$ cat src/sv/vpwo_pkg.sv
// shared types, constants and the colour band decode
package vpwo_pkg;

    localparam int VIDEO_BASE  = 9216;
    localparam int BAND_ORIGIN = 264;
    localparam int QUEUE_DEPTH = 2;
    localparam int COORD_W     = 11;
    localparam int INDEX_W     = 20;
    localparam int COLOR_W     = 32;

    typedef logic [COORD_W-1:0] coord_t;
    typedef logic [COLOR_W-1:0] color_t;

    typedef enum logic
    {
        OP_WRITE = 1'b0,
        OP_CLEAR = 1'b1
    } opcode_e;

    typedef enum logic [2:0]
    {
        REG_SCREEN_WIDTH  = 3'd0,
        REG_SCREEN_HEIGHT = 3'd1,
        REG_WHITE_COLOR   = 3'd2,
        REG_GREEN_COLOR   = 3'd3,
        REG_RED_COLOR     = 3'd4,
        REG_BLACK_COLOR   = 3'd5
    } reg_index_e;

    typedef enum logic [1:0]
    {
        BAND_WHITE,
        BAND_GREEN,
        BAND_RED
    } band_e;

    typedef struct packed
    {
        logic        opcode;
        logic [13:0] video_address;
        logic [7:0]  data_byte;
    } cmd_t;

    typedef struct packed
    {
        logic [INDEX_W-1:0] pixel_index;
        color_t             pixel_color;
        logic               last_pixel;
        coord_t             dirty_min_x;
        coord_t             dirty_max_x;
        coord_t             dirty_min_y;
        coord_t             dirty_max_y;
    } pix_t;

    typedef struct packed
    {
        coord_t screen_width;
        coord_t screen_height;
        color_t white_color;
        color_t green_color;
        color_t red_color;
        color_t black_color;
    } cfg_t;

    typedef struct packed
    {
        coord_t left;
        coord_t right;
        coord_t top;
        coord_t bottom;
    } rect_t;

    localparam rect_t RECT_EMPTY = '{left: '1, right: '0, top: '1, bottom: '0};

    // one changed byte handed from the front to the pixel writer
    typedef struct packed
    {
        coord_t     x;
        coord_t     y;
        logic [7:0] data;
        color_t     color;
        rect_t      rect;
    } job_t;

    function automatic band_e band_of(coord_t x, coord_t y);
        band_e b;
        b = BAND_WHITE;
        if (y >= coord_t'(BAND_ORIGIN - 72) && y < coord_t'(BAND_ORIGIN - 16))
        begin
            b = BAND_GREEN;
        end
        // partial bottom strip
        if (y >= coord_t'(BAND_ORIGIN - 16) && x > coord_t'(16) && x < coord_t'(134))
        begin
            b = BAND_GREEN;
        end
        if (y >= coord_t'(BAND_ORIGIN - 224) && y < coord_t'(BAND_ORIGIN - 192))
        begin
            b = BAND_RED;
        end
        return b;
    endfunction

endpackage

$ cat src/sv/vpwo_queue.sv
// short job queue between the byte front end and the pixel writer
module vpwo_queue import vpwo_pkg::*;
(
    input  logic clk,
    input  logic rst_n,
    input  logic push,
    input  job_t push_job,
    output logic full,
    input  logic pop,
    output logic nonempty,
    output job_t head
);

    localparam int PTR_W = (QUEUE_DEPTH > 1) ? $clog2(QUEUE_DEPTH) : 1;
    localparam int CNT_W = $clog2(QUEUE_DEPTH + 1);
    localparam logic [PTR_W-1:0] LAST_SLOT = PTR_W'(QUEUE_DEPTH - 1);

    job_t             slot_reg [QUEUE_DEPTH];
    logic [PTR_W-1:0] wr_ptr_reg, wr_ptr_next;
    logic [PTR_W-1:0] rd_ptr_reg, rd_ptr_next;
    logic [CNT_W-1:0] count_reg, count_next;

    assign full     = (count_reg == CNT_W'(QUEUE_DEPTH));
    assign nonempty = (count_reg != '0);
    assign head     = slot_reg[rd_ptr_reg];

    always_comb
    begin
        wr_ptr_next = wr_ptr_reg;
        rd_ptr_next = rd_ptr_reg;
        count_next  = count_reg;
        if (push)
        begin
            wr_ptr_next = (wr_ptr_reg == LAST_SLOT) ? '0 : wr_ptr_reg + PTR_W'(1);
        end
        if (pop)
        begin
            rd_ptr_next = (rd_ptr_reg == LAST_SLOT) ? '0 : rd_ptr_reg + PTR_W'(1);
        end
        case ({push, pop})
            2'b10:   count_next = count_reg + CNT_W'(1);
            2'b01:   count_next = count_reg - CNT_W'(1);
            default: count_next = count_reg;
        endcase
    end

    always_ff @(posedge clk or negedge rst_n)
    begin
        if (!rst_n)
        begin
            wr_ptr_reg <= '0;
            rd_ptr_reg <= '0;
            count_reg  <= '0;
        end
        else
        begin
            wr_ptr_reg <= wr_ptr_next;
            rd_ptr_reg <= rd_ptr_next;
            count_reg  <= count_next;
        end
    end

    always_ff @(posedge clk)
    begin
        if (push)
        begin
            slot_reg[wr_ptr_reg] <= push_job;
        end
    end

endmodule

$ cat config.mk
export PLATFORM = sky130hd
export DESIGN_NAME = vpwo_queue
export DESIGN_NICKNAME = d
export VERILOG_FILES = /design/src/sv/vpwo_pkg.sv /design/src/sv/vpwo_queue.sv
export SDC_FILE = /design/constraint.sdc
export NUM_CORES = 1
export LEC_CHECK = 0
export ABC_CLOCK_PERIOD_IN_PS = 16400
export BUFFER_PORTS_ARGS = -buffer_cell sky130_fd_sc_hd__buf_2
export CAP_MARGIN = 5
export CORE_ASPECT_RATIO = 1.5
export CORE_MARGIN = 4
export CORE_UTILIZATION = 28
export DETAILED_ROUTE_END_ITERATION = 7
export HOLD_SLACK_MARGIN = 0.02
export PLACE_DENSITY = 0.56
export SYNTH_ARGS = -nofsm -noshare
export SYNTH_HDL_FRONTEND = slang
export SYNTH_SLANG_ARGS = --single-unit
$ cat constraint.sdc
create_clock -name clk -period 16.4 [get_ports clk]
set_clock_uncertainty 0.05 [all_clocks]
set_input_delay 3.28 -clock clk [delete_from_list [all_inputs] [get_ports clk]]
set_output_delay 3.28 -clock clk [all_outputs]
set_load 0.02 [all_outputs]
==> results of run 1 <==
## kinds of logic (layout without fill, tap and decap cells)
| logic type | count (synthesis) | in the layout | synth area share, % |
|---|---|---|---|
| other | 0 | 1 | 0 |
| flip-flops | 216 | 216 | 81.33 |
| buffers and inverters | 13 | 260 | 1.196 |
| multiplexers | 106 | 106 | 16.43 |
| XOR/XNOR | 5 | 5 | 0.5509 |
| AND/OR/NAND/NOR | 5 | 5 | 0.3307 |
| adder cells (fa/ha/maj) | 1 | 1 | 0.1574 |
## how the worst min path moves through the flow
stage / start / endpoint / slack (ns)
after CTS: count_reg[1] / count_reg[1] / 0.44
final: count_reg[1] / count_reg[1] / 0.43
after floorplan: count_reg[1] / count_reg[1] / 0.40
after global placement: count_reg[1] / count_reg[1] / 0.41
after detailed placement: count_reg[1] / count_reg[1] / 0.43
after global routing: count_reg[1] / count_reg[1] / 0.49
## per-layer routing
metal	GRT usage (%)	vias to the layer above	part of all wire (%)	wire length, um
li1	-	1836	-	-
met1	10.63	1971	36	6005
met2	19.68	144	54	9000
met3	2.706	34	6.4	1068
met4	4.563	2	3.4	560
met5	0	-	0.066	11
## worst max-delay path, delay by kind of cell (launching register included)
family	cells	cell delay (ns)
buffers and inverters	2	0.81
DFF	1	1.07
muxes	1	0.40
## placed cells by master (no fill, tap or decap), types with 2 or more instances in the layout
cell        count
edfxtp_1      212
mux2_4         30
clkinvlp_4      2
xnor2_1         2
xor2_1          3
clkbuf_16      21
dfrtp_1         3
buf_4           4
bufinv_16       2
clkbuf_1        5
buf_2         217
clkinv_2        5
mux2_2         76
## metrics by stage
step	power (W)	utilization [%]	hold slack, ns	setup slack (ns)
6_report	0.001812	36.08	0.4322	10.23
5_1_grt	0.001902	36.08	0.4856	10.06
4_1_cts	0.001846	36.07	0.4445	10.13
3_5_place_dp	0.001373	33.69	0.4335	10.69
3_3_place_gp	0.001358	33.69	0.4115	10.74
2_1_floorplan	0.001200	-	0.3974	7.996
## power by group through the flow
stage / sequential, W / combinational, W / clock, W
global placement: 0.000804 / 0.000553 / 0
finish: 0.000797 / 0.000549 / 0.000466
floorplan: 0.000776 / 0.000424 / 0
global route: 0.000809 / 0.000586 / 0.000507
CTS: 0.000800 / 0.000563 / 0.000483
detailed placement: 0.000812 / 0.000561 / 0
## final cells by class
type	instances	area, um^2	share of cell area, %
Clock buffer	26	544.3	5.394
Tap cell	346	432.9	4.291
Timing Repair Buffer	221	1116	11.06
Clock inverter	12	121.4	1.203
Antenna cell	1	2.502	0.02480
Multi-Input combinational cell	117	1399	13.86
Sequential cell	216	6470	64.12
Inverter	1	3.754	0.03720
==> flow_metrics.py, run 1 <==
metrics = {
    "synthesis": {
        "netlist_area_um2": 7950,
        "syn-instance-count": 346,
        "synth_most_common_cell": "edfxtp_1",
        "synth_flop_cell": "edfxtp_1",
        "ys_types": 14,
        "yosys-top-cells-area": "edfxtp_1 80%, mux2_2 11%, mux2_4 5.7%, dfrtp_1 1.3%, buf_6 0.71%",
        "synth_fp_nets": 457,
        "synth_top_area_share_pct": 80.08,
        "yosysWarnings": 0,
        "synth_common_cells": "212 x edfxtp_1, 76 x mux2_2, 30 x mux2_4",
        "yosysTopAreaCell": "edfxtp_1",
        "synth-edff-count": 212,
        "yosysSeqAreaShare_pct": 81.33,
        "ys_seq_elements": 216,
        "syn_area_per_cell_um2": 22.98,
        "async_flop_share_pct": 1.852,
    },
    "cells_and_area": {
        "post_layout_nonfiller_instances": 940,
        "area_delta_synth_final_pct": 26.91,
        "stdcell_area_um2": 10090,
        "drive_gt1_share_pct": 61.21,
        "fin_nets": 689,
        "nFillCells": 2637,
        "largest_reg_flops": 212,
    },
    "power_and_ir_drop": {
        "p_leak_nw": 3.821,
        "ir_drop_uv": 98.42,
        "p_clk_share_pct": 25.7,
        "p_sw_share_pct": 31.81,
        "pwr-share-comb_pct": 30.3,
        "p_int_w": 0.001236,
        "p_sw_w": 0.0005763,
        "seq_power_share_pct": 44.0,
        "p_per_area_nw_per_um2": 179.6,
    },
    "clocking": {
        "cts_setup_buffers": 0,
        "ctsHtreeMaxLevel": 1,
        "ctsHoldBuffers": 0,
        "clock_path_buffers": 3,
        "cts.clk_slew.worst_paths_ns": 0.06,
        "cts_tree": "built",
        "cts_root_buffer": "clkbuf_16",
        "numCtsBuffers": 21,
        "insertion_delay_ns": 0.49,
        "cts_resized": 0,
        "cts.sinks": 216,
    },
    "critical_path": {
        "r2r_cells": 3,
        "path_class": "reg2out",
        "cp_max_fo": 66,
        "r2r_start": "wr_ptr_reg",
        "crit_arrival_ns": 2.84,
        "end_kind": "output pin",
        "crit_path_end": "head[24]",
        "cp-startpoint": "rd_ptr_reg",
        "start_kind": "register",
        "rrSetupSlack_ns": 14.03,
        "crit_slowest_cell": "dfrtp_4",
        "required_ns": 13.07,
        "crit_chain": "buf_4 -> mux2_2 -> buf_2",
        "r2r-end": "slot_reg[0][62]",
        "max_stage_delay_ns": 1.07,
    },
    "drt": {
        "drt-initial-drc-count": 136,
        "drc": 0,
        "drt_pass1_iterations": 4,
        "wl_um": 16650,
        "avgRoutedWirePerCell_um": 17.71,
        "ant_nets": 0,
        "vias": 3987,
        "via_per_inst": 4.241,
    },
    "worst_hold_path": {
        "hold_depth": 1,
        "hold_class": "reg2reg",
    },
    "global_route": {
        "overflow": 0,
        "antenna_found_initial": 2,
        "grt_usage_pct": 10.38,
        "grt_max_degree": 67,
        "grt_first_pass_wirelength_um": 25420,
        "grt_pass1_vias": 4468,
    },
    "placement": {
        "portBuffers": 217,
        "gp_congestion": 0.7132,
        "placed_area_um2": 9422,
        "dp_hpwl_um": 11270,
        "dpl.cell_count": 901,
    },
    "die": {
        "fp.dieH_um": 214.4,
        "io_pins": 218,
        "die_w_um": 145.6,
        "coreArea_um2": 27960,
        "start_util_pct": 28.43,
        "core.rowCount": 75,
        "dieArea_um2": 31210,
    },
    "sta": {
        "min_period_over_period_pct": 37.65,
        "slew_violations": 0,
        "worst_pin_slew_ns": 0.9905,
        "period_minus_slack_ns": 6.174,
        "hold_violations": 0,
        "fmax_ghz": 0.1620,
        "setup_viol": 0,
        "finalSetupTns_ns": 0,
        "rsz0062_at_grt": "no",
        "relSlewSlack_pct": 33.97,
    },
    "outcome": {
        "status": "finished clean",
    },
    "flow_run": {
        "drv_cap": 0,
    },
}
No activity file was read; power rests on OpenSTA's default activity.
==> inputs of run 2 (changes only) <==
- ABC_AREA: not set -> 1
- ABC_CLOCK_PERIOD_IN_PS: 16400 -> 5200
- PLACE_DENSITY: 0.56 -> 0.58
- clock period: 16.4 -> 5.2 ns (I/O delays scaled with it)
==> run 2 against run 1 <==
- area after synthesis rose by 1.4%
- global-route usage rose by 0.60 points
- worst setup slack got worse by 8.6 ns
- sequential share of layout area fell by 0.43 points
- highest routed layer unchanged
- final area rose by 0.68%
- non-clock buffer count rose by 2
- clock power rose to 3.1 times the previous value
- cell count rose by 24%
- first-iteration DRC count rose by 66%
==> flow_metrics.py, run 2 <==
metrics = {
    "outcome": {
        "status": "finished clean",
    },
    "global_route": {
        "grt_usage_pct": 10.98,
        "antenna_found_initial": 3,
        "grt_pass1_vias": 4979,
        "overflow": 0,
        "grt_first_pass_wirelength_um": 27240,
        "grt_max_degree": 115,
    },
    "drt": {
        "ant_nets": 0,
        "avgRoutedWirePerCell_um": 15.28,
        "drt-initial-drc-count": 226,
        "drc": 0,
        "wl_um": 17760,
        "drt_pass1_iterations": 4,
        "vias": 4895,
        "via_per_inst": 4.213,
    },
    "synthesis": {
        "yosys-top-cells-area": "edfxtp_1 79%, o21ai_0 6.6%, inv_1 5.2%, nand2_1 5.2%, dfrtp_1 1.2%",
        "ys_seq_elements": 216,
        "synth_top_area_share_pct": 78.97,
        "yosysSeqAreaShare_pct": 80.21,
        "synth_flop_cell": "edfxtp_1",
        "syn_area_per_cell_um2": 13.97,
        "synth_common_cells": "212 x edfxtp_1, 112 x inv_1, 112 x nand2_1",
        "async_flop_share_pct": 1.852,
        "yosysWarnings": 0,
        "synth-edff-count": 212,
        "yosysTopAreaCell": "edfxtp_1",
        "syn-instance-count": 577,
        "synth_fp_nets": 688,
        "synth_most_common_cell": "edfxtp_1",
        "netlist_area_um2": 8061,
        "ys_types": 17,
    },
    "placement": {
        "dp_hpwl_um": 12220,
        "gp_congestion": 0.7578,
        "portBuffers": 217,
        "dpl.cell_count": 1123,
    },
    "clocking": {
        "cts_root_buffer": "clkbuf_16",
        "ctsHoldBuffers": 0,
        "cts_resized": 0,
        "clock_path_buffers": 3,
        "ctsHtreeMaxLevel": 1,
        "numCtsBuffers": 22,
        "cts.sinks": 216,
        "insertion_delay_ns": 0.50,
        "cts.clk_slew.worst_paths_ns": 0.06,
        "cts_setup_buffers": 0,
        "cts_tree": "built",
    },
    "critical_path": {
        "cp_max_fo": 114,
        "path_class": "reg2out",
        "rrSetupSlack_ns": 3.36,
        "end_kind": "output pin",
        "required_ns": 4.11,
        "crit_arrival_ns": 2.49,
        "start_kind": "register",
    },
    "cells_and_area": {
        "area.sequential_um2": 6470,
        "final_common_cell": "buf_2",
        "largest_reg_flops": 212,
        "nFillCells": 2717,
        "post_layout_nonfiller_instances": 1162,
        "fin_nets": 912,
        "layout_common_cells": "217 x buf_2, 212 x edfxtp_1, 112 x nand2_1",
        "multi_input_area_um2": 1016,
        "drive_gt1_share_pct": 31.53,
        "area_delta_synth_final_pct": 26.01,
    },
    "sta": {
        "rsz0062_at_grt": "no",
        "slew_violations": 0,
        "worst_pin_slew_ns": 0.9239,
        "relSlewSlack_pct": 38.40,
        "fmax_ghz": 0.2796,
        "min_period_over_period_pct": 68.79,
        "hold_violations": 0,
        "period_minus_slack_ns": 3.577,
        "setup_viol": 0,
        "finalSetupTns_ns": 0,
    },
    "flow_run": {
        "drv_cap": 0,
    },
    "die": {
        "die_w_um": 146.5,
        "dieArea_um2": 31630,
        "start_util_pct": 28.64,
        "io_pins": 218,
        "fp.dieH_um": 215.8,
        "core.rowCount": 75,
        "coreArea_um2": 28150,
    },
    "power_and_ir_drop": {
        "ir_drop_uv": 313.7,
        "p_per_area_nw_per_um2": 565.1,
        "p_leak_nw": 4.288,
    },
    "worst_hold_path": {
        "hold_class": "in2async",
    },
}
## run 2: kinds of logic (layout without fill, tap and decap cells)
group	Yosys count	count (layout)	share of synthesized area, %
DFF	216	216	80.21
buffers and inverters	135	373	7.279
and+or+nand+nor	116	116	5.448
AOI/OAI and AO/OA	106	106	6.581
xor gates and xnor gates	3	3	0.3260
adders and majority gates	1	1	0.1552
other	0	1	0
## run 2: report_power, final
group          leakage (nW)  switching [W]  total (W)  internal (W)
Sequential             2.04       0.000183    0.00249       0.00231
Clock                 0.330       0.000610    0.00146      0.000847
Combinational          1.92        0.00128    0.00179      0.000507
## run 2: through the flow
stage | area (um^2) | total power (W) | util, % | worst slack [ns] | hold WS (ns)
after detailed placement | 9485 | 0.004378 | 33.69 | 2.130 | 0.4188
final | 10160 | 0.005740 | 36.08 | 1.623 | 0.2857
after global routing | 10160 | 0.006099 | 36.08 | 1.406 | 0.2564
after CTS | 10160 | 0.005866 | 36.08 | 1.564 | 0.2499
after global placement | 9485 | 0.004354 | 33.69 | 2.151 | 0.4112
after floorplan | 8064 | 0.003709 | - | 0.8849 | 0.3917
## run 2: final timing paths
kind | from | to | cells past startpoint
min reg2reg | count_reg[1] | count_reg[1] | 2
max | rd_ptr_reg | head[50] | 4
min in group clk | count_reg[1] | count_reg[1] | 2
max reg2reg | wr_ptr_reg | slot_reg[1][62] | 3
max in group asynchronous | rst_n | rd_ptr_reg | 1
min | rst_n | wr_ptr_reg | 1
## run 2: area by class of cell
class,instances,area share [%]
clock inverters,7,0.3449
diodes,1,0.02463
flip-flops and latches,216,63.69
well taps,346,4.262
clock buffers,31,6.257
inverters,112,4.163
multi-input cells,226,10.00
repair buffers,223,11.26
## run 2: worst max-delay path: stages, from the launching register on
cell and delay [ns]:
dfrtp_4 1.00, buf_12 0.43, nand2_1 0.10, o21ai_0 0.12, buf_2 0.21
## run 2: routing by layer
layer / vias to the layer above / GRT usage (%) / share of wire, %
met1: 2304 / 11.52 / 36
li1: 2391 / - / -
met3: 48 / 2.413 / 6.0
met5: - / 0 / 0.19
met2: 148 / 20.34 / 54
met4: 4 / 5.744 / 4.5
