File: src/sv/vpwo_pkg.sv
// shared types, constants and the colour band decode
package vpwo_pkg;

    localparam int VIDEO_BASE  = 9216;
    localparam int BAND_ORIGIN = 264;
    localparam int QUEUE_DEPTH = 2;
    localparam int COORD_W     = 11;
    localparam int INDEX_W     = 20;
    localparam int COLOR_W     = 32;

    typedef logic [COORD_W-1:0] coord_t;
    typedef logic [COLOR_W-1:0] color_t;

    typedef enum logic
    {
        OP_WRITE = 1'b0,
        OP_CLEAR = 1'b1
    } opcode_e;

    typedef enum logic [2:0]
    {
        REG_SCREEN_WIDTH  = 3'd0,
        REG_SCREEN_HEIGHT = 3'd1,
        REG_WHITE_COLOR   = 3'd2,
        REG_GREEN_COLOR   = 3'd3,
        REG_RED_COLOR     = 3'd4,
        REG_BLACK_COLOR   = 3'd5
    } reg_index_e;

    typedef enum logic [1:0]
    {
        BAND_WHITE,
        BAND_GREEN,
        BAND_RED
    } band_e;

    typedef struct packed
    {
        logic        opcode;
        logic [13:0] video_address;
        logic [7:0]  data_byte;
    } cmd_t;

    typedef struct packed
    {
        logic [INDEX_W-1:0] pixel_index;
        color_t             pixel_color;
        logic               last_pixel;
        coord_t             dirty_min_x;
        coord_t             dirty_max_x;
        coord_t             dirty_min_y;
        coord_t             dirty_max_y;
    } pix_t;

    typedef struct packed
    {
        coord_t screen_width;
        coord_t screen_height;
        color_t white_color;
        color_t green_color;
        color_t red_color;
        color_t black_color;
    } cfg_t;

    typedef struct packed
    {
        coord_t left;
        coord_t right;
        coord_t top;
        coord_t bottom;
    } rect_t;

    localparam rect_t RECT_EMPTY = '{left: '1, right: '0, top: '1, bottom: '0};

    // one changed byte handed from the front to the pixel writer
    typedef struct packed
    {
        coord_t     x;
        coord_t     y;
        logic [7:0] data;
        color_t     color;
        rect_t      rect;
    } job_t;

    function automatic band_e band_of(coord_t x, coord_t y);
        band_e b;
        b = BAND_WHITE;
        if (y >= coord_t'(BAND_ORIGIN - 72) && y < coord_t'(BAND_ORIGIN - 16))
        begin
            b = BAND_GREEN;
        end
        // partial bottom strip
        if (y >= coord_t'(BAND_ORIGIN - 16) && x > coord_t'(16) && x < coord_t'(134))
        begin
            b = BAND_GREEN;
        end
        if (y >= coord_t'(BAND_ORIGIN - 224) && y < coord_t'(BAND_ORIGIN - 192))
        begin
            b = BAND_RED;
        end
        return b;
    endfunction

endpackage

File: src/sv/vpwo_back.sv
// pixel writer: eight pixel items per job, lowest row first
module vpwo_back import vpwo_pkg::*;
(
    input  logic clk,
    input  logic rst_n,
    input  logic job_valid,
    input  job_t job,
    output logic job_pop,
    input  cfg_t cfg,
    output logic pix_valid,
    input  logic pix_stall,
    output pix_t pix
);

    localparam logic [2:0] LAST_BIT = 3'd7;

    logic [2:0]           bit_reg, bit_next;
    logic                 pix_valid_reg, pix_valid_next;
    pix_t                 pix_reg, pix_next;

    logic                 load;
    coord_t               row;
    logic [2*COORD_W-1:0] row_offset;
    logic [2*COORD_W-1:0] index_sum;

    assign pix_valid = pix_valid_reg;
    assign pix       = pix_reg;

    assign load    = job_valid && (!pix_valid_reg || !pix_stall);
    assign job_pop = load && (bit_reg == LAST_BIT);

    assign row        = job.y - coord_t'(bit_reg) - coord_t'(1);
    assign row_offset = (2*COORD_W)'(row) * (2*COORD_W)'(cfg.screen_width);
    assign index_sum  = row_offset + (2*COORD_W)'(job.x);

    always_comb
    begin
        pix_next       = pix_reg;
        pix_valid_next = pix_valid_reg;
        bit_next       = bit_reg;
        if (load)
        begin
            pix_valid_next       = 1'b1;
            bit_next             = bit_reg + 3'd1;
            pix_next.pixel_index = INDEX_W'(index_sum);
            pix_next.pixel_color = job.data[bit_reg] ? job.color : cfg.black_color;
            pix_next.last_pixel  = (bit_reg == LAST_BIT);
            pix_next.dirty_min_x = job.rect.left;
            pix_next.dirty_max_x = job.rect.right;
            pix_next.dirty_min_y = job.rect.top;
            pix_next.dirty_max_y = job.rect.bottom;
        end
        else if (!pix_stall)
        begin
            pix_valid_next = 1'b0;
        end
    end

    always_ff @(posedge clk or negedge rst_n)
    begin
        if (!rst_n)
        begin
            pix_valid_reg <= 1'b0;
            bit_reg       <= '0;
        end
        else
        begin
            pix_valid_reg <= pix_valid_next;
            bit_reg       <= bit_next;
        end
    end

    always_ff @(posedge clk)
    begin
        pix_reg <= pix_next;
    end

endmodule

File: config.mk
export PLATFORM = sky130hd
export DESIGN_NAME = vpwo_back
export DESIGN_NICKNAME = d
export VERILOG_FILES = /design/src/sv/vpwo_pkg.sv /design/src/sv/vpwo_back.sv
export SDC_FILE = /design/constraint.sdc
export NUM_CORES = 1
export LEC_CHECK = 0
export BUFFER_PORTS_ARGS = -buffer_cell sky130_fd_sc_hd__buf_4
export CORE_MARGIN = 2
export CORE_UTILIZATION = 30
export CTS_CLUSTER_SIZE = 25
export DETAILED_ROUTE_END_ITERATION = 8
export GPL_TIMING_DRIVEN = 0
export PLACE_DENSITY_LB_ADDON = 0.12
export REMOVE_ABC_BUFFERS = 1
export SLEW_MARGIN = 0
export SYNTH_ARGS = -nofsm -noshare
export SYNTH_HDL_FRONTEND = slang
export SYNTH_SLANG_ARGS = --single-unit
File: constraint.sdc
create_clock -name clk -period 6.4 [get_ports clk]
set_input_delay 0 -clock clk [delete_from_list [all_inputs] [get_ports clk]]
set_output_delay 0 -clock clk [all_outputs]
set_load 0.005 [all_outputs]
==> flow_summary.toml, run 1 <==
[timing]
relSlewSlack = 0.191
finalSetupViolations = 0
fin_worst_skew_ns = 0.0114
tightest_slew_ns = 1.19
finalHoldViolCount = 0
fmax_mhz = 161
period_share = 0.968
slew_viol_final = 0
period_needed_ns = 6.20
holdWs_ns = 0.00622

[clock_tree]
cts_buffers = 9
tritoncts = "yes"
clk_pin_slew_ns = 0.07
cts_sinks = 101
clock_path_buffers = 2
cts_max_level = 3
root_buffer = "clkbuf_16"
clkLatencyLatePin_ns = 0.35

[cells_and_area]
drive_above_1_share = 0.369
post-route-util = 0.469
multi_input_area_um2 = 4610
largest_reg_flops = 97
area_growth_pct = 54.2
register_area_um2 = 3020
fill_cells = 2425
nNetsFinal = 1455
mostFrequentLayoutCell = "buf_4"
final_cells = 1388
diodes = 0
final_cell_mix = "buf_4, inv_1, dlygate4sd3_1, edfxtp_1, fa_1"

[setup_path]
required_ns = 6.49
crit_top_cell = "fa_1"
slowest_stage = "fa_1"
critical_path_class = "flop to flop"
critPathArrivalTime_ns = 6.29
start_kind = "flop"
cpPeakStageDelay_ns = 0.52
rr_endpoint = "pix[94]$_DFFE_PP_"
ff2ff_setup_slack_ns = 0.20
critPathMaxFanout = 6
r2r_start = "bit_reg[0]$_DFFE_PN0P_"
reg2reg_depth = 25
crit_path_end_kind = "flop"

[hold_path]
hold_path_depth = 2
hold_start = "cfg[24]"
holdPathEnd = "pix[69]$_DFFE_PP_"
hp-class = "input port to flop"

[floorplan]
die_w_um = 166
fp.dieArea_um2 = 27600
start_util = 0.304
core_um2 = 25900
io_pins = 359
chipHeight_um = 166
std_cell_rows = 59

[route]
drc = 0
wl_per_cell_um = 15.7
drtPass1Iterations = 4
num_vias = 6016
first_iter_violations = 193
antenna_left = 0
avgViaCountPerCell = 4.33
wl_mm = 21.7

[global_routing]
overflow = 0
grt_antenna_before_repair = 0
grt_pass1_vias = 6377
grt_start_max_net_pins = 33
grt_usage = 0.159
grt_pass1_wl_mm = 34.9

[synth]
synth.avg_cell_area_um2 = 11.9
syn-cell-area_um2 = 7880
syn_inst = 661
ys_warn_count = 0
synth-seq-cells = 101
ys.flop_type = "edfxtp_1"
synth-edff-count = 97
synth.distinct_cells = 45
ys_seq_area_frac = 0.382
synthArstFlopShare = 0.0396

[status]
status = "completed"

[place]
port_buffers = 251
gp_congestion = 0.747
placed_cells = 1226
hpwl_mm = 16.8

[job]
max_cap_violations = 0
-- how the worst max path moves through the flow --
stage | from | to | slack (ns) | cells past startpoint
after floorplan | bit_reg[0]$_DFFE_PN0P_ | pix[96]$_DFFE_PP_ | 0.04 | 24
after global placement | pix_valid$_DFFE_PN0P_ | bit_reg[1]$_DFFE_PN0P_ | -1.77 | 2
after detailed placement | bit_reg[0]$_DFFE_PN0P_ | pix[96]$_DFFE_PP_ | -1.10 | 24
after CTS | bit_reg[0]$_DFFE_PN0P_ | pix[96]$_DFFE_PP_ | 0.004 | 24
after global routing | bit_reg[0]$_DFFE_PN0P_ | pix[96]$_DFFE_PP_ | -0.05 | 25
final | bit_reg[0]$_DFFE_PN0P_ | pix[94]$_DFFE_PP_ | 0.20 | 25
-- layout make-up --
cell class | instances | share of cell area
repair buffers | 400 | 0.275
well taps | 335 | 0.0345
inverters | 122 | 0.0377
clock buffers | 9 | 0.0185
flip-flops and latches | 101 | 0.248
clock inverters | 7 | 0.00618
multi-input cells | 414 | 0.380
-- metrics by stage --
step | TNS (ns) | worst slack, ns | instance area (um2)
global placement | -174.81 | -1.77 | 10100
detailed placement | -6.27 | -1.10 | 10100
finish | 0 | 0.204 | 12100
CTS | 0 | 0.00372 | 11800
floorplan | 0 | 0.0373 | 7770
global route | -0.132 | -0.0544 | 12100
-- what timing repair did --
item | CTS | global route
setup buffers | 12 | 22
endpoints found under the hold margin | 82 | 1
setup endpoints to repair | 10 | 8
resized for setup | 27 | 35
pin swaps | 8 | 34
hold buffers | 111 | 1
-- routing by layer --
| metal | up-vias | track usage | share of wire |
|---|---|---|---|
| li1 | 2895 | - | - |
| met1 | 2959 | 0.202 | 0.43 |
| met2 | 152 | 0.291 | 0.52 |
| met3 | 10 | 0.0193 | 0.040 |
| met4 | 0 | 0.0340 | 0.0093 |
| met5 | - | 0 | 0 |
-- logic make-up after synthesis --
group / count (synthesis) / share of synthesized area
fa+ha+maj: 147 / 0.320
xor+xnor: 25 / 0.0311
compound gates: 46 / 0.0391
mux: 36 / 0.0556
buf+inv: 146 / 0.0715
simple gates: 160 / 0.100
flops: 101 / 0.382
-- synthesized netlist by cell type (2+ instances only) --
| cell | n | area share |
|---|---|---|
| inv_1 | 122 | 0.058 |
| edfxtp_1 | 97 | 0.37 |
| fa_1 | 91 | 0.23 |
| nand2_1 | 79 | 0.038 |
| ha_1 | 56 | 0.089 |
| and2_1 | 52 | 0.041 |
| mux2_2 | 30 | 0.043 |
| clkbuf_1 | 18 | 0.0086 |
| xnor2_1 | 15 | 0.017 |
| a21oi_1 | 14 | 0.0089 |
| o21ai_0 | 11 | 0.0070 |
| nor2_1 | 10 | 0.0048 |
| xor2_1 | 8 | 0.0089 |
| nor2b_1 | 5 | 0.0040 |
| a21o_1 | 4 | 0.0038 |
| dfrtp_1 | 4 | 0.013 |
| nor3_1 | 4 | 0.0025 |
| o21a_1 | 4 | 0.0038 |
| buf_2 | 3 | 0.0019 |
| buf_4 | 3 | 0.0029 |
| nand3_1 | 3 | 0.0019 |
| a211oi_1 | 2 | 0.0019 |
| mux2_1 | 2 | 0.0029 |
| mux4_2 | 2 | 0.0057 |
| nor4_2 | 2 | 0.0032 |
-- critical path: cells and delay by family (launching register included) --
kind | cells | cell delay [ns]
AOI/OAI and AO/OA | 6 | 0.95
xor gates and xnor gates | 2 | 0.37
adders and majority gates | 8 | 3.34
buffers and inverters | 6 | 0.50
DFF | 1 | 0.37
and+or+nand+nor | 3 | 0.40
Power of run 1 is left out: the tool's default activity adds up to more than one toggle a clock period on the data nets, which glitch-free logic cannot reach.
==> run 2, diff against run 1 <==
Settings changed: CORE_AREA set to 2 2 141 143, CORE_MARGIN 2 to unset, CORE_UTILIZATION 30 to unset, CTS_CLUSTER_DIAMETER set to 60, DIE_AREA set to 0 0 143 145, RECOVER_POWER set to 100.
==> run 2 against run 1 <==
Compared with the run above: the run now ends with capacitance limit, slew limit left; die area down 25%; first-iteration DRC count up 30%; sequential share of layout area up 0.60 points; wire length up 1.5%; hold slack better by 0.17 ns; critical path type unchanged; highest routed layer unchanged.
==> flow_summary.toml, run 2 (synthesis gave the netlist of run 1 again) <==
[hold_path]
hp-class = "input port to flop"
holdPathEnd = "pix[77]$_DFFE_PP_"
hold_start = "cfg[139]"
hold_path_depth = 3

[clock_tree]
clk_pin_slew_ns = 0.08
cts_sinks = 101
cts_buffers = 9
cts_max_level = 3
root_buffer = "clkbuf_16"
clkLatencyLatePin_ns = 0.35
clock_path_buffers = 2
tritoncts = "yes"

[floorplan]
std_cell_rows = 51
core_um2 = 19200
io_pins = 359
chipHeight_um = 145
start_util = 0.410
die_w_um = 143
fp.dieArea_um2 = 20700

[global_routing]
grt_pass1_wl_mm = 35.0
grt_pass1_vias = 6584
grt_start_max_net_pins = 33
grt_usage = 0.219
grt_antenna_before_repair = 0
overflow = 0

[setup_path]
start_kind = "flop"
critical_path_class = "flop to flop"
critPathArrivalTime_ns = 6.30
reg2reg_depth = 23
slowest_stage = "fa_1"
crit_path_end_kind = "flop"
critPathMaxFanout = 6
cpPeakStageDelay_ns = 0.56
crit_chain = "inv_4 > ha_1 > a21oi_2 > o211ai_1 > nor4_2 > xor2_2 > nand2_1 > fa_1 > inv_1 > fa_1 > fa_1 > fa_1 > inv_1 > fa_1 > inv_1 > ha_4 > and3_4 > nand3_1 > a21oi_2 > a21oi_2 > o21ai_2 > a31oi_1 > xnor2_1"
cp-startpoint = "bit_reg[1]$_DFFE_PN0P_"
r2r_start = "bit_reg[1]$_DFFE_PN0P_"
ff2ff_setup_slack_ns = 0.22
rr_endpoint = "pix[96]$_DFFE_PP_"
crit_top_cell = "fa_1"
required_ns = 6.51

[place]
hpwl_mm = 16.2
gp_congestion = 0.837
port_buffers = 251

[timing]
finalSetupViolations = 0
relSlewSlack = -1.37
fmax_mhz = 162
finalHoldViolCount = 0
period_needed_ns = 6.18
period_share = 0.966
rsz0062_at_grt = "true"
tightest_slew_ns = 3.52
slew_viol_final = 54
fin_worst_skew_ns = 0.00884

[route]
antenna_left = 0
wl_mm = 22.1
first_iter_violations = 250
wl_per_cell_um = 16.7
drc = 0
avgViaCountPerCell = 4.58
drtPass1Iterations = 4
num_vias = 6057

[cells_and_area]
area_growth_pct = 50.6
post-route-util = 0.618
final_cell_mix = "buf_4, inv_1, dlygate4sd3_1, clkbuf_4, edfxtp_1"
diodes = 0
nNetsFinal = 1459
drive_above_1_share = 0.312
mostFrequentLayoutCell = "buf_4"
largest_reg_flops = 97

[status]
status = "complete, but fails checks"
violations = "capacitance limit, slew limit"

[job]
max_cap_violations = 2
## run 2: worst max-delay path by stage
stage                        endpoint  slack (ns)  cells after the start
2_1_floorplan       pix[96]$_DFFE_PP_        0.04                     24
3_3_place_gp   bit_reg[1]$_DFFE_PN0P_       -1.72                      2
3_5_place_dp        pix[96]$_DFFE_PP_       -1.07                     24
4_1_cts             pix[96]$_DFFE_PP_       0.007                     25
5_1_grt             pix[93]$_DFFE_PP_       -0.02                     22
6_report            pix[96]$_DFFE_PP_        0.22                     23
## run 2: area by class of cell
cell class,count,area (um2)
Fill cell,1558,7340
Multi-Input combinational cell,414,4540
Timing Repair Buffer,404,3210
Sequential cell,101,3020
Inverter,122,460
Tap cell,265,332
Clock buffer,9,225
Clock inverter,7,80.1
## run 2: what timing repair did
action | in CTS | in global routing
setup buffers | 26 | 10
pin swaps | 15 | 21
hold endpoints to repair | 82 | 0
endpoints found under the setup margin | 11 | 6
resized for setup | 30 | 22
hold buffers | 113 | 0
## run 2: through the flow
step	setup slack [ns]	cells	hold WS [ns]	TNS (ns)	instance area (um2)
finish	0.218	1322	0.172	0	11900
global route	-0.0197	1322	0.185	-0.0346	11900
CTS	0.00711	1312	0.135	0	11900
detailed placement	-1.07	1157	-0.200	-6.53	10100
global placement	-1.72	1153	-0.201	-168.30	9990
floorplan	0.0373	637	-0.296	0	7770
## run 2: metal layers
| metal | up-vias | share of wire | GRT usage |
|---|---|---|---|
| li1 | 2902 | - | - |
| met1 | 2925 | 0.42 | 0.281 |
| met3 | 28 | 0.066 | 0.0426 |
| met4 | 0 | 0.023 | 0.0683 |
| met5 | - | 0 | 0 |
| met2 | 202 | 0.49 | 0.371 |
## run 2: critical path: cells and delay by family, from the launching register on
kind                     cells  cell delay [ns]
flip-flops                   1             0.45
buffers and inverters        4             0.25
adder cells (fa/ha/maj)      7             3.14
AO/OA/AOI/OAI                6             0.85
AND/OR/NAND/NOR              4             0.82
XOR/XNOR                     2             0.42
Power of run 2 is left out for the same reason.
==> run 3, diff against run 2 <==
Settings changed: RECOVER_POWER 100 to 50.
==> run 3 against run 2 <==
Compared with the run above: the flow still finishes with violations (capacitance limit, slew limit); die area did not move; register-to-register slack barely moved; maximum frequency fell by 0.12%; sequential share of layout area barely moved; utilization rose by 0.065 points; final area rose by 0.11%; global-route usage did not move; critical path depth did not move; hold slack improved by 0.00097 ns; sequential cell count did not move; critical path type unchanged.
==> flow_summary.toml, run 3 (synthesis gave the netlist of run 1 again) <==
[route]
avgViaCountPerCell = 4.56
drtPass1Iterations = 4
drc = 0
antenna_left = 0
first_iter_violations = 232
wl_per_cell_um = 16.7
wl_mm = 22.1
num_vias = 6026

[setup_path]
required_ns = 6.51
r2r_start = "bit_reg[1]$_DFFE_PN0P_"
critPathArrivalTime_ns = 6.30
critical_path_class = "flop to flop"
crit_path_end_kind = "flop"
critPathMaxFanout = 6
start_kind = "flop"
cp-startpoint = "bit_reg[1]$_DFFE_PN0P_"

[status]
status = "complete, but fails checks"
violations = "capacitance limit, slew limit"

[global_routing]
grt_antenna_before_repair = 0
grt_start_max_net_pins = 33
overflow = 0
grt_usage = 0.219
grt_pass1_vias = 6584
grt_pass1_wl_mm = 35.0

[cells_and_area]
mostFrequentLayoutCell = "buf_4"
nNetsFinal = 1459
largest_reg_flops = 97
fill_cells = 1557
final_cell_mix = "buf_4, inv_1, dlygate4sd3_1, clkbuf_4, edfxtp_1"
area_growth_pct = 50.7
post-route-util = 0.618
multi_input_area_um2 = 4550
diodes = 0
register_area_um2 = 3020
drive_above_1_share = 0.317

[timing]
fin_worst_skew_ns = 0.00890
fmax_mhz = 162
finalSetupViolations = 0
relSlewSlack = -1.38
slew_viol_final = 21
tightest_slew_ns = 3.54
period_share = 0.967
finalHoldViolCount = 0
rsz0062_at_grt = "true"
period_needed_ns = 6.19

[hold_path]
hold_start = "cfg[139]"
hp-class = "input port to flop"

[place]
gp_congestion = 0.837
port_buffers = 251
hpwl_mm = 16.2

[clock_tree]
cts_buffers = 9
root_buffer = "clkbuf_16"
cts_max_level = 3
cts_sinks = 101
clock_path_buffers = 2
tritoncts = "yes"
clk_pin_slew_ns = 0.08
clkLatencyLatePin_ns = 0.35

[job]
max_cap_violations = 1

[floorplan]
fp.dieArea_um2 = 20700
chipHeight_um = 145
die_w_um = 143
io_pins = 359
std_cell_rows = 51
start_util = 0.410
core_um2 = 19200
## run 3: path summary, 6_finish.rpt
check | end | slack (ns) | cells past startpoint
max in group asynchronous | bit_reg[0]$_DFFE_PN0P_ | 5.63 | 3
max | pix[96]$_DFFE_PP_ | 0.21 | 23
min reg2reg | bit_reg[0]$_DFFE_PN0P_ | 0.58 | 2
min | pix[77]$_DFFE_PP_ | 0.17 | 3
max reg2reg | pix[96]$_DFFE_PP_ | 0.21 | 23
min in group asynchronous | bit_reg[2]$_DFFE_PN0P_ | 0.57 | 3
## run 3: area by class of cell
type / count / share of cell area
multi-input cells: 414 / 0.383
repair buffers: 404 / 0.270
flip-flops and latches: 101 / 0.254
inverters: 122 / 0.0388
well taps: 265 / 0.0279
clock buffers: 9 / 0.0190
clock inverters: 7 / 0.00674
## run 3: critical path, cell delays in order (launching register included)
cell,delay (ns)
dfrtp_2,0.45
inv_4,0.08
ha_1,0.23
a21oi_2,0.14
o211ai_1,0.19
nor4_2,0.42
xor2_2,0.28
nand2_1,0.12
fa_1,0.51
inv_1,0.05
fa_1,0.47
fa_1,0.55
fa_1,0.56
inv_1,0.06
fa_1,0.53
inv_1,0.06
ha_4,0.30
and3_4,0.18
nand3_1,0.10
a21oi_2,0.13
a21oi_2,0.09
o21ai_2,0.17
a31oi_1,0.13
xnor2_1,0.13
## run 3: repair_timing
action	4_1_cts	5_1_grt
setup endpoints to repair	11	6
cloned	0	0
pin swaps	15	21
endpoints found under the hold margin	82	0
hold buffers	113	0
buffers inserted	26	10
resized for setup	30	22
## run 3: metrics by stage
step	setup WS [ns]	setup TNS (ns)	cell area, um2	std cells	hold slack, ns
after detailed placement	-1.07	-6.53	10100	1157	-0.200
after floorplan	0.0373	0	7770	637	-0.296
after global placement	-1.72	-168.30	9990	1153	-0.201
after global routing	-0.0197	-0.0346	11900	1322	0.185
final	0.210	0	11900	1322	0.173
after CTS	0.00711	0	11900	1312	0.135
## run 3: layer usage
metal / track usage / routed length (um)
met5: 0 / 0
met4: 0.0683 / 509
met3: 0.0426 / 1450
met2: 0.371 / 10800
met1: 0.281 / 9380
Power of run 3 is left out for the same reason.
